### src/hw/rtl/icy_deint_pkg.sv
// ----------------------------------------------------------------------------
// icy_deint_pkg
// Shared widths, byte kind codes, configuration port geometry and the
// classifier result type for the ICY metadata deinterleaver.
// ----------------------------------------------------------------------------
`default_nettype none

package icy_deint_pkg;

  // Stream byte and field widths.
  localparam int BYTE_W = 8;
  localparam int KIND_W = 2;
  localparam int CNT_W  = 16;
  localparam int IDX_W  = 12;

  // A length byte counts blocks of sixteen metadata bytes.
  localparam int BLOCK_SHIFT = 4;

  // Default size of the metadata store in bytes.
  localparam int META_STORE_BYTES_DEF = 4096;

  // Byte kind codes carried on the result channel.
  localparam logic [KIND_W-1:0] KIND_AUDIO = 2'd0;
  localparam logic [KIND_W-1:0] KIND_LEN   = 2'd1;
  localparam logic [KIND_W-1:0] KIND_META  = 2'd2;

  // Configuration port geometry and register indexes.
  localparam int CFG_ADDR_W = 3;
  localparam int CFG_DATA_W = 32;
  localparam logic REG_META_INTERVAL = 1'b0;

  // Classification of one byte, handed from the parser to the datapath.
  typedef struct packed {
    logic [KIND_W-1:0] kind;
    logic              blk_end;
    logic [IDX_W-1:0]  idx;
  } cls_t;

endpackage

`default_nettype wire

### src/hw/rtl/icy_deint_ctrl.sv
// ----------------------------------------------------------------------------
// icy_deint_ctrl
// Stream parser: tracks the audio and metadata phases, counts audio bytes
// and metadata bytes, and classifies each incoming byte.
// ----------------------------------------------------------------------------
`default_nettype none

module icy_deint_ctrl
  import icy_deint_pkg::*;
(
  input  wire logic              clk,
  input  wire logic              rst_n,
  input  wire logic              accept,
  input  wire logic [BYTE_W-1:0] data,
  input  wire logic [CNT_W-1:0]  meta_interval,
  output cls_t                   cls
);

  localparam logic PH_AUDIO = 1'b0;
  localparam logic PH_META  = 1'b1;

  logic             phase_r, phase_nxt;
  logic [CNT_W-1:0] audio_count_r, audio_count_nxt;
  logic [IDX_W-1:0] meta_left_r, meta_left_nxt;
  logic [IDX_W-1:0] meta_index_r, meta_index_nxt;

  // Classify the current byte and work out the next parser state.
  always_comb begin
    phase_nxt       = phase_r;
    audio_count_nxt = audio_count_r;
    meta_left_nxt   = meta_left_r;
    meta_index_nxt  = meta_index_r;
    cls.kind        = KIND_AUDIO;
    cls.blk_end     = 1'b0;
    cls.idx         = meta_index_r;

    case (phase_r)
      PH_META: begin
        cls.kind       = KIND_META;
        meta_index_nxt = meta_index_r + IDX_W'(1);
        if (meta_left_r <= IDX_W'(1)) begin
          cls.blk_end   = 1'b1;
          meta_left_nxt = '0;
          phase_nxt     = PH_AUDIO;
        end else begin
          meta_left_nxt = meta_left_r - IDX_W'(1);
        end
      end
      default: begin
        if (meta_interval != '0 && audio_count_r >= meta_interval) begin
          // Length byte: sets up a block of sixteen-byte units.
          cls.kind        = KIND_LEN;
          audio_count_nxt = '0;
          meta_index_nxt  = '0;
          meta_left_nxt   = IDX_W'({data, {BLOCK_SHIFT{1'b0}}});
          if (data == '0) begin
            cls.blk_end = 1'b1;
            phase_nxt   = PH_AUDIO;
          end else begin
            phase_nxt   = PH_META;
          end
        end else begin
          phase_nxt = PH_AUDIO;
          if (meta_interval != '0) begin
            audio_count_nxt = audio_count_r + CNT_W'(1);
          end
        end
      end
    endcase
  end

  // Parser state advances once per transfer.
  always_ff @(posedge clk) begin
    if (!rst_n) begin
      phase_r       <= PH_AUDIO;
      audio_count_r <= '0;
      meta_left_r   <= '0;
      meta_index_r  <= '0;
    end else if (accept) begin
      phase_r       <= phase_nxt;
      audio_count_r <= audio_count_nxt;
      meta_left_r   <= meta_left_nxt;
      meta_index_r  <= meta_index_nxt;
    end
  end

endmodule

`default_nettype wire

### config.mk
export PLATFORM = sky130hd
export DESIGN_NAME = icy_deint_ctrl
export DESIGN_NICKNAME = d
export VERILOG_FILES = /design/src/hw/rtl/icy_deint_pkg.sv /design/src/hw/rtl/icy_deint_ctrl.sv
export SDC_FILE = /design/constraint.sdc
export NUM_CORES = 1
export LEC_CHECK = 0
export BUFFER_PORTS_ARGS = -buffer_cell sky130_fd_sc_hd__buf_4
export CAP_MARGIN = 20
export CORE_ASPECT_RATIO = 0.8
export CORE_MARGIN = 2
export CORE_UTILIZATION = 49
export CTS_BUF_LIST = sky130_fd_sc_hd__clkbuf_4 sky130_fd_sc_hd__clkbuf_8
export CTS_CLUSTER_DIAMETER = 40
export DETAILED_ROUTE_END_ITERATION = 10
export GPL_TIMING_DRIVEN = 0
export PLACE_DENSITY = 0.73
export SYNTH_ARGS = -nofsm -noshare
export SYNTH_HDL_FRONTEND = slang
export SYNTH_SLANG_ARGS = --single-unit
### constraint.sdc
create_clock -name clk -period 2.9 [get_ports clk]
set_input_delay 0.58 -clock clk [delete_from_list [all_inputs] [get_ports clk]]
set_output_delay 0.58 -clock clk [all_outputs]
set_load 0.02 [all_outputs]
== Word level (Yosys, flattened, before mapping) ==
Index checks and enable logic that the tools add are counted.
Storage, ports and cells
  register bits: 41
  input bits: 27
  output and inout bits: 15
  word-level logic and storage cells: 32
Cells by class
  add/subtract/negate cells: 3
  magnitude comparators: 2
  multiplexer cells: 15
  bitwise gates (word level): 1
  reductions and logical operators: 7
Operators with widths (count)
  $mux W12: 5
  $mux W16: 2
  $add A16 B1 Y16 const B: 1
  $ge A16 B16 Y1: 1
  $reduce_bool A16 Y1: 1
  $add A12 B1 Y12 const B: 1
  $le A12 B1 Y1 const B: 1
  $sub A12 B1 Y12 const B: 1
  $logic_not A8 Y1: 1
  $mux W1: 6
  $reduce_bool A2 Y1: 2
  $mux W3: 1
  $reduce_and A3 Y1: 1
  $mux W2: 1
  $reduce_and A2 Y1: 1
  $logic_and A1 B1 Y1: 1
  $not A1 Y1: 1

== Depth between registers and ports, before layout ==
Gate-level depths: netlist of run 1.
  depth in word-level cells: 4
  gate-level depth with buffers: 9
  gate-level depth less buffers: 8

== Worst setup path before layout of run 1 ==
OpenSTA, ideal clock, no wires.
  path kind: input-to-output
  start point: in meta_interval[15]
  end point: out cls[12] in the netlist's numbering
  data arrival time: 2.777 ns
  required time: 2.320 ns
  path slack: -0.457 ns
  stages: 8
  path buffers: 0
  cell sequence: inv_1 -> ha_1 -> nand4_2 -> or3_4 -> or4_4 -> nand3_1 -> nand2_1 -> a211oi_1
RTL lines
  start: declaration: RTL line icy_deint_ctrl.sv:15  | input wire logic [CNT_W-1:0] meta_interval,
  end: declaration: RTL line icy_deint_ctrl.sv:16  | output cls_t cls

==> impl_metrics.py, run 1 <==
metrics = {
    "run_status": {
        "status": "finished with violations",
        "failed_checks": "setup timing",
    },
    "detailed_routing": {
        "drt-initial-drc-count": 306,
        "vias": 2759,
        "via_per_inst": 6.01,
        "drtPass1Iterations": 5,
        "avgRoutedWirePerCell_microns": 16.1,
        "wl_microns": 7380,
        "ant_nets": 0,
        "drcViolationCount": 0,
    },
    "sta": {
        "hold_ws_ns": 0.491,
        "slew_headroom": 0.492,
        "worst_slack_ns": -0.114,
        "max_freq_mhz": 332,
        "period_needed_ns": 3.01,
        "setup_viol": 2,
        "period_share": 1.04,
        "totalNegativeSetupSlack_ns": -0.116,
        "rsz0062_at_grt": "yes",
        "tightest_slew_ns": 0.754,
        "clock_skew_ns": 0.00676,
        "maxSlewViolCount": 0,
        "hold_viol": 0,
    },
    "power_and_ir_drop": {
        "power.switching_mw": 0.249,
        "powerDensity_nw_per_um2": 323,
        "vdd_drop_max_mv": 0.198,
        "switching_share": 0.235,
        "clkPwrFrac": 0.368,
        "p_leak_nw": 1.31,
        "seqPwrFrac": 0.535,
        "combPwrFrac": 0.097,
        "internal_power_mw": 0.813,
        "power_mw": 1.06,
    },
    "logic_synthesis": {
        "synth-edff-count": 0,
        "synth-async-reset-ratio": 0,
        "syn_area_sq_um": 2670,
        "netlist_top_cells_area": "dfxtp_1 (31%), ha_1 (9.4%), nand2_1 (6.2%)",
        "ys_seq_area_frac": 0.308,
        "yosys_warnings": 0,
        "syn_inst": 347,
        "ys_types": 55,
        "ys_seq_elements": 41,
        "yosysTopAreaCell": "dfxtp_1",
        "synth_nets": 394,
        "synth_top_cell_area_share": 0.308,
        "ys.flop_type": "dfxtp_1",
        "avgSynthCellArea_sq_um": 7.69,
    },
    "hold_path": {
        "min_from": "meta_left_r[8]",
        "worstHoldPathType": "reg2reg",
    },
    "floorplanning": {
        "io_pins": 42,
        "dieArea_sq_um": 6050,
        "core_sq_um": 5120,
        "start_util": 0.521,
        "die_width_microns": 86.5,
        "placementRows": 23,
        "die_h_microns": 70.0,
    },
    "placement": {
        "io_buffers": 40,
        "place_congestion": 0.909,
        "hpwl_microns": 5440,
        "place_ws_ns": -0.233,
    },
    "setup_path": {
        "cp_max_fo": 3,
        "worstPathArrival_ns": 2.43,
        "crit_type": "in2out",
        "cp-startpoint": "meta_interval[12]",
        "start_kind": "input port",
        "crit_path_end_kind": "output port",
        "cp.required_ns": 2.32,
        "rr_startpoint": "audio_count_r[13]",
    },
    "cts": {
        "cts-buffers-inserted": 5,
        "cts_root_buf": "clkbuf_8",
        "clk_path_buf_depth": 2,
        "path_clk_slew_ns": 0.07,
        "clk_latency_ns": 0.30,
        "cts_max_level": 2,
        "cts_tree": "built",
        "hold_buffers": 0,
        "cts.sinks": 41,
    },
    "global_routing": {
        "antenna_found_initial": 0,
        "grt_pass1_vias": 2520,
        "grt_pass1_wl_microns": 12300,
        "grt_max_degree": 12,
        "track_usage": 0.251,
        "grt_overflow": 0,
    },
    "final_layout": {
        "num-nets-final": 444,
        "drive_gt1_frac": 0.199,
        "final_util": 0.641,
        "antennaDiodeCount": 0,
        "syn_to_final_growth_pct": 23.1,
    },
    "run": {
        "drv_cap": 0,
    },
}
[power groups by stage]
stage / clock (mW) / combinational, mW / sequential [mW]
final: 0.391 / 0.103 / 0.568
after global routing: 0.424 / 0.114 / 0.568
after CTS: 0.399 / 0.102 / 0.568
after detailed placement: 0 / 0.0955 / 0.581
after global placement: 0 / 0.0942 / 0.581
after floorplan: 0 / 0.0501 / 0.580
[layer usage]
metal  vias up  track usage  wire length, microns
li1       1359            -                     -
met1      1268        0.393                  3730
met2       120        0.333                  2900
met3        12       0.0650                   662
met4         0       0.0642                    93
met5         -            0                     0
[worst paths after layout]
kind	end	cells past startpoint	slack (ns)
min	meta_left_r[8]	2	0.49
min reg2reg	meta_left_r[8]	2	0.49
max	cls[12]	10	-0.11
max reg2reg	meta_left_r[11]	8	0.14
[metrics by stage]
| step | instance area, sq um | std cells |
|---|---|---|
| floorplan | 2710 | 347 |
| global placement | 3090 | 449 |
| detailed placement | 3090 | 449 |
| CTS | 3270 | 459 |
| global route | 3280 | 459 |
| finish | 3280 | 459 |
[cells in the final DEF, fill, tap and decap left out, drive strengths merged, types with 12 or more instances in the layout]
| master | count |
|---|---|
| nor2 | 39 |
| nand2 | 44 |
| clkbuf | 17 |
| dfxtp | 41 |
| nand3 | 18 |
| o21ai | 12 |
| buf | 46 |
| a21oi | 19 |
| ha | 20 |
| inv | 23 |
[worst max-delay path, stage by stage]
cell	delay, ns
buf_4	0.09
inv_2	0.04
ha_4	0.27
nand4_4	0.10
or3_4	0.39
or4_4	0.45
nand3_4	0.09
nand2_4	0.06
a211oi_4	0.21
buf_6	0.14
[registers in the layout, summed over array words and instances, names as in the netlist]
register / cells
phase_r: 1
meta_index_r: 12
meta_left_r: 12
audio_count_r: 16
[cell type report]
cell class,count,area (sq um)
Fill cell,444,1840
Multi-Input combinational cell,270,1810
Sequential cell,41,823
Timing Repair Buffer,43,334
Clock buffer,7,90.1
Inverter,23,86.3
Tap cell,62,77.6
Buffer,13,62.6
[cells in the mapped netlist, drive strengths merged, types with 10 or more instances]
library cell and number:
a21oi 19, clkbuf 10, dfxtp 41, ha 20, inv 23, nand2 44
nand3 18, nand4 10, nor2 39, nor3 11, nor4 11, o21ai 12
[cells by family (layout without fill, tap and decap cells)]
family / after synthesis / count (layout) / synth area share
and+or+nand+nor: 159 / 159 / 0.295
xor gates and xnor gates: 16 / 16 / 0.0525
AOI/OAI and AO/OA: 74 / 74 / 0.192
buffers and inverters: 36 / 86 / 0.0553
muxes: 1 / 1 / 0.00375
adders and majority gates: 20 / 20 / 0.0938
DFF: 41 / 41 / 0.308
[repair_timing]
item,CTS,global route
buffers inserted,3,0
endpoints found under the setup margin,2,10
resized for setup,13,4
(Power assumes the default switching activity.)
==> inputs of run 2 (changes only) <==
- PLACE_DENSITY: 0.73 -> not set
- PLACE_DENSITY_LB_ADDON: not set -> 0.2
==> impl_metrics.py, run 2 (synthesis results as in run 1) <==
metrics = {
    "final_layout": {
        "top_register": "audio_count_r",
        "final_cells": 462,
        "final_cell_area_sq_um": 3300,
        "drive_gt1_frac": 0.203,
        "num-nets-final": 446,
        "syn_to_final_growth_pct": 23.7,
        "antennaDiodeCount": 0,
        "final_util": 0.644,
        "largest_registers": "audio_count_r x16, meta_index_r x12, meta_left_r x12",
        "final_common_cell": "buf_4",
        "mostFrequentLayoutCells": "buf_4 (47), nand2_1 (42), dfxtp_1 (40)",
        "largest_register_ffs": 16,
    },
    "detailed_routing": {
        "drcViolationCount": 0,
        "via_per_inst": 6.05,
        "wl_microns": 7660,
        "top_layer": "met4",
        "drt-initial-drc-count": 379,
        "dr_wl_met2_microns": 3210,
        "drtPass1Iterations": 5,
        "ant_nets": 0,
        "wl_met3_microns": 639,
        "avgRoutedWirePerCell_microns": 16.6,
        "wl_met1_microns": 3690,
        "vias": 2797,
    },
    "global_routing": {
        "grt_max_degree": 13,
        "antenna_found_initial": 0,
        "grt_pass1_vias": 2687,
        "track_usage": 0.263,
        "grt_pass1_wl_microns": 12700,
        "grt_overflow": 0,
    },
    "cts": {
        "cts-buffers-inserted": 5,
        "cts_max_level": 2,
        "hold_buffers": 0,
        "path_clk_slew_ns": 0.08,
        "cts_root_buf": "clkbuf_8",
        "clk_latency_ns": 0.30,
        "clk_path_buf_depth": 2,
        "cts_tree": "built",
        "cts.sinks": 41,
    },
    "sta": {
        "hold_ws_ns": 0.481,
        "rsz0062_at_grt": "yes",
        "tightest_slew_ns": 0.687,
        "max_freq_mhz": 329,
        "setup_viol": 2,
        "totalNegativeSetupSlack_ns": -0.149,
        "hold_viol": 0,
        "period_needed_ns": 3.04,
        "maxSlewViolCount": 0,
        "slew_headroom": 0.538,
        "period_share": 1.05,
        "clock_skew_ns": 0.00913,
        "worst_slack_ns": -0.140,
    },
    "floorplanning": {
        "dieArea_sq_um": 6050,
        "placementRows": 23,
        "start_util": 0.521,
        "die_width_microns": 86.5,
        "io_pins": 42,
        "core_sq_um": 5120,
        "die_h_microns": 70.0,
    },
    "hold_path": {
        "worstHoldPathType": "reg2reg",
    },
    "setup_path": {
        "endpoint": "cls[12]",
        "cp.depth": 10,
        "path_buf_inv": 3,
        "max_stage_delay_ns": 0.45,
        "cp_max_fo": 3,
        "crit_type": "in2out",
        "reg2regPathDepth": 8,
        "worstPathArrival_ns": 2.46,
        "path_cells": "buf_4 > inv_2 > ha_4 > nand4_4 > or3_4 > or4_4 > nand3_4 > nand2_4 > a211oi_4 > buf_6",
        "cp-startpoint": "meta_interval[13]",
        "ff2ff_setup_slack_ns": 0.12,
        "crit_family": "simple AND/OR/NAND/NOR gates",
        "start_kind": "input port",
        "cpMaxStageDelayCell": "or4_4",
        "r2r-end": "meta_left_r[11]",
        "crit_path_end_kind": "output port",
        "cp.required_ns": 2.32,
        "rr_startpoint": "audio_count_r[12]",
    },
    "placement": {
        "place_ws_ns": -0.258,
        "io_buffers": 40,
        "hpwl_microns": 5660,
        "place_congestion": 0.905,
        "placed_cells": 449,
        "place_area_sq_um": 3090,
    },
    "power_and_ir_drop": {
        "powerDensity_nw_per_um2": 322,
        "power_mw": 1.06,
        "p_leak_nw": 1.32,
        "vdd_drop_max_mv": 0.274,
    },
    "run_status": {
        "failed_checks": "setup timing",
        "status": "finished with violations",
    },
    "run": {
        "drv_cap": 0,
    },
}
[run 2: worst min-delay path by stage]
stage	startpoint	endpoint	cells after the start
2_1_floorplan	meta_left_r[1]	meta_left_r[1]	2
3_3_place_gp	meta_left_r[1]	meta_left_r[1]	2
3_5_place_dp	meta_left_r[8]	meta_left_r[8]	2
4_1_cts	meta_left_r[8]	meta_left_r[8]	2
5_1_grt	meta_left_r[1]	meta_left_r[1]	2
6_report	meta_left_r[8]	meta_left_r[8]	2
[run 2: cell type report]
type	count	area, sq um
multi-input cells	270	1820
fillers	450	1820
flip-flops and latches	41	822
repair buffers	45	342
inverters	23	86.3
well taps	62	77.6
clock buffers	6	76.3
plain buffers	13	62.6
clock inverters	2	10.0
[run 2: routing by layer]
| layer | GRT usage | up-vias |
|---|---|---|
| li1 | - | 1360 |
| met4 | 0.0851 | 0 |
| met5 | 0 | - |
| met2 | 0.365 | 117 |
| met3 | 0.0591 | 14 |
| met1 | 0.396 | 1306 |
[run 2: what timing repair did]
action,in CTS,in global routing
gates resized for setup,11,4
hold endpoints to repair,0,0
setup endpoints to repair,2,10
buffers inserted,5,0
pin swaps,0,1
[run 2: report_power, final]
group          leakage [nW]  internal, mW  total [mW]  switching, mW
combinational         0.936        0.0529       0.109         0.0562
sequential            0.331         0.564       0.568        0.00322
clock                0.0484         0.177       0.387          0.210
[run 2: worst reg2reg max path, cell delays in order, from the launching register on]
cell and delay [ns]:
dfxtp_1 0.37, ha_4 0.29, nand4_4 0.10, or3_4 0.39, buf_4 0.15, nor4_1 0.57, o31a_1 0.40, o21ai_1 0.25
o32ai_1 0.17
==> inputs of run 3 (changes only) <==
- SETUP_SLACK_MARGIN: not set -> 0.2
==> impl_metrics.py, run 3 (synthesis results as in run 1) <==
metrics = {
    "run_status": {
        "status": "finished with violations",
        "failed_checks": "setup timing",
    },
    "sta": {
        "maxSlewViolCount": 0,
        "tightest_slew_ns": 0.643,
        "clock_skew_ns": 0.0127,
        "max_freq_mhz": 333,
        "rsz0062_at_grt": "yes",
        "setup_viol": 2,
        "slew_headroom": 0.567,
        "hold_ws_ns": 0.479,
        "worst_slack_ns": -0.106,
        "hold_viol": 0,
        "totalNegativeSetupSlack_ns": -0.171,
        "period_share": 1.04,
        "period_needed_ns": 3.01,
    },
    "setup_path": {
        "cpMaxStageDelayCell": "or4_4",
        "worstPathArrival_ns": 2.43,
        "crit_family": "simple AND/OR/NAND/NOR gates",
        "cp_max_fo": 3,
        "crit_path_end_kind": "output port",
        "path_cells": "buf_8 > inv_8 > ha_4 > nand4_4 > or3_4 > or4_4 > nand3_4 > nand2_4 > a211oi_4 > buf_6",
        "path_buf_inv": 3,
        "max_stage_delay_ns": 0.45,
        "cp.required_ns": 2.32,
        "crit_type": "in2out",
        "start_kind": "input port",
    },
    "detailed_routing": {
        "ant_nets": 0,
        "avgRoutedWirePerCell_microns": 16.0,
        "vias": 2835,
        "drtPass1Iterations": 5,
        "drt-initial-drc-count": 291,
        "drcViolationCount": 0,
        "wl_microns": 7420,
        "via_per_inst": 6.10,
    },
    "global_routing": {
        "grt_max_degree": 15,
        "grt_pass1_wl_microns": 12300,
        "track_usage": 0.254,
        "grt_pass1_vias": 2607,
        "antenna_found_initial": 0,
        "grt_overflow": 0,
    },
    "final_layout": {
        "final_util": 0.659,
        "final_common_cell": "buf_4",
        "mostFrequentLayoutCells": "buf_4 (44), nand2_1 (43), dfxtp_1 (39)",
        "num-nets-final": 449,
        "drive_gt1_frac": 0.213,
        "top_register": "audio_count_r",
        "final_cells": 465,
        "largest_registers": "audio_count_r x16, meta_index_r x12, meta_left_r x12",
        "antennaDiodeCount": 0,
        "nFillCells": 479,
        "syn_to_final_growth_pct": 26.5,
        "largest_register_ffs": 16,
    },
    "cts": {
        "cts_max_level": 2,
        "hold_buffers": 0,
        "clk_path_buf_depth": 2,
        "cts.sinks": 41,
        "cts-buffers-inserted": 5,
        "cts_root_buf": "clkbuf_8",
        "path_clk_slew_ns": 0.09,
        "clk_latency_ns": 0.31,
        "cts_tree": "built",
    },
    "floorplanning": {
        "start_util": 0.521,
        "die_width_microns": 86.5,
        "dieArea_sq_um": 6050,
        "core_sq_um": 5120,
        "placementRows": 23,
        "io_pins": 42,
        "die_h_microns": 70.0,
    },
    "placement": {
        "placed_cells": 449,
        "io_buffers": 40,
        "hpwl_microns": 5460,
        "place_congestion": 0.922,
    },
    "power_and_ir_drop": {
        "power_mw": 1.16,
        "powerDensity_nw_per_um2": 343,
        "p_leak_nw": 1.34,
        "vdd_drop_max_mv": 0.230,
    },
    "hold_path": {
        "worstHoldPathType": "reg2reg",
    },
    "run": {
        "drv_cap": 0,
    },
}
## run 3: through the flow
| stage | area (sq um) | worst slack (ns) |
|---|---|---|
| after floorplan | 2770 | 0.0709 |
| after global placement | 3150 | -0.236 |
| after detailed placement | 3150 | -0.210 |
| after CTS | 3350 | -0.116 |
| after global routing | 3370 | -0.193 |
| final | 3370 | -0.106 |
## run 3: metal layers
layer  wire length (microns)  global-route usage
met3                     608              0.0473
met1                    3540               0.380
met5                       0                   0
met2                    3120               0.368
met4                     155              0.0747
## run 3: final cells by class
class                   count  area, sq um  area share
flip-flops and latches     41          823       0.244
well taps                  62         77.6      0.0230
multi-input cells         270         1810       0.535
plain buffers              13         62.6      0.0185
clock buffers               5         68.8      0.0204
repair buffers             48          390       0.116
inverters                  23         98.8      0.0293
clock inverters             3         46.3      0.0137
## run 3: timing repair
| action | CTS | global route |
|---|---|---|
| resized for setup | 12 | 2 |
| pin swaps | 1 | 3 |
| setup buffers | 6 | 2 |
| endpoints found under the setup margin | 10 | 8 |
## run 3: final timing paths
kind                startpoint  slack [ns]              to  depth (start not counted)
max          meta_interval[14]       -0.11         cls[12]                         10
min reg2reg     meta_left_r[1]        0.48  meta_left_r[1]                          2
max reg2reg  audio_count_r[13]        0.29  meta_left_r[4]                          9
min             meta_left_r[1]        0.48  meta_left_r[1]                          2
## run 3: worst register-to-register path, stage by stage, from the launching register on
cell	delay, ns
dfxtp_1	0.37
ha_4	0.30
nand4_4	0.08
or3_4	0.39
buf_4	0.15
nor4_1	0.42
o31ai_2	0.15
buf_4	0.20
a222oi_1	0.32
nor3_1	0.09
## run 3: power by group
part	internal (mW)	total, mW	switching [mW]
clock network	0.258	0.480	0.222
registers	0.564	0.567	0.00294
logic	0.0529	0.108	0.0556
total	0.875	1.16	0.281
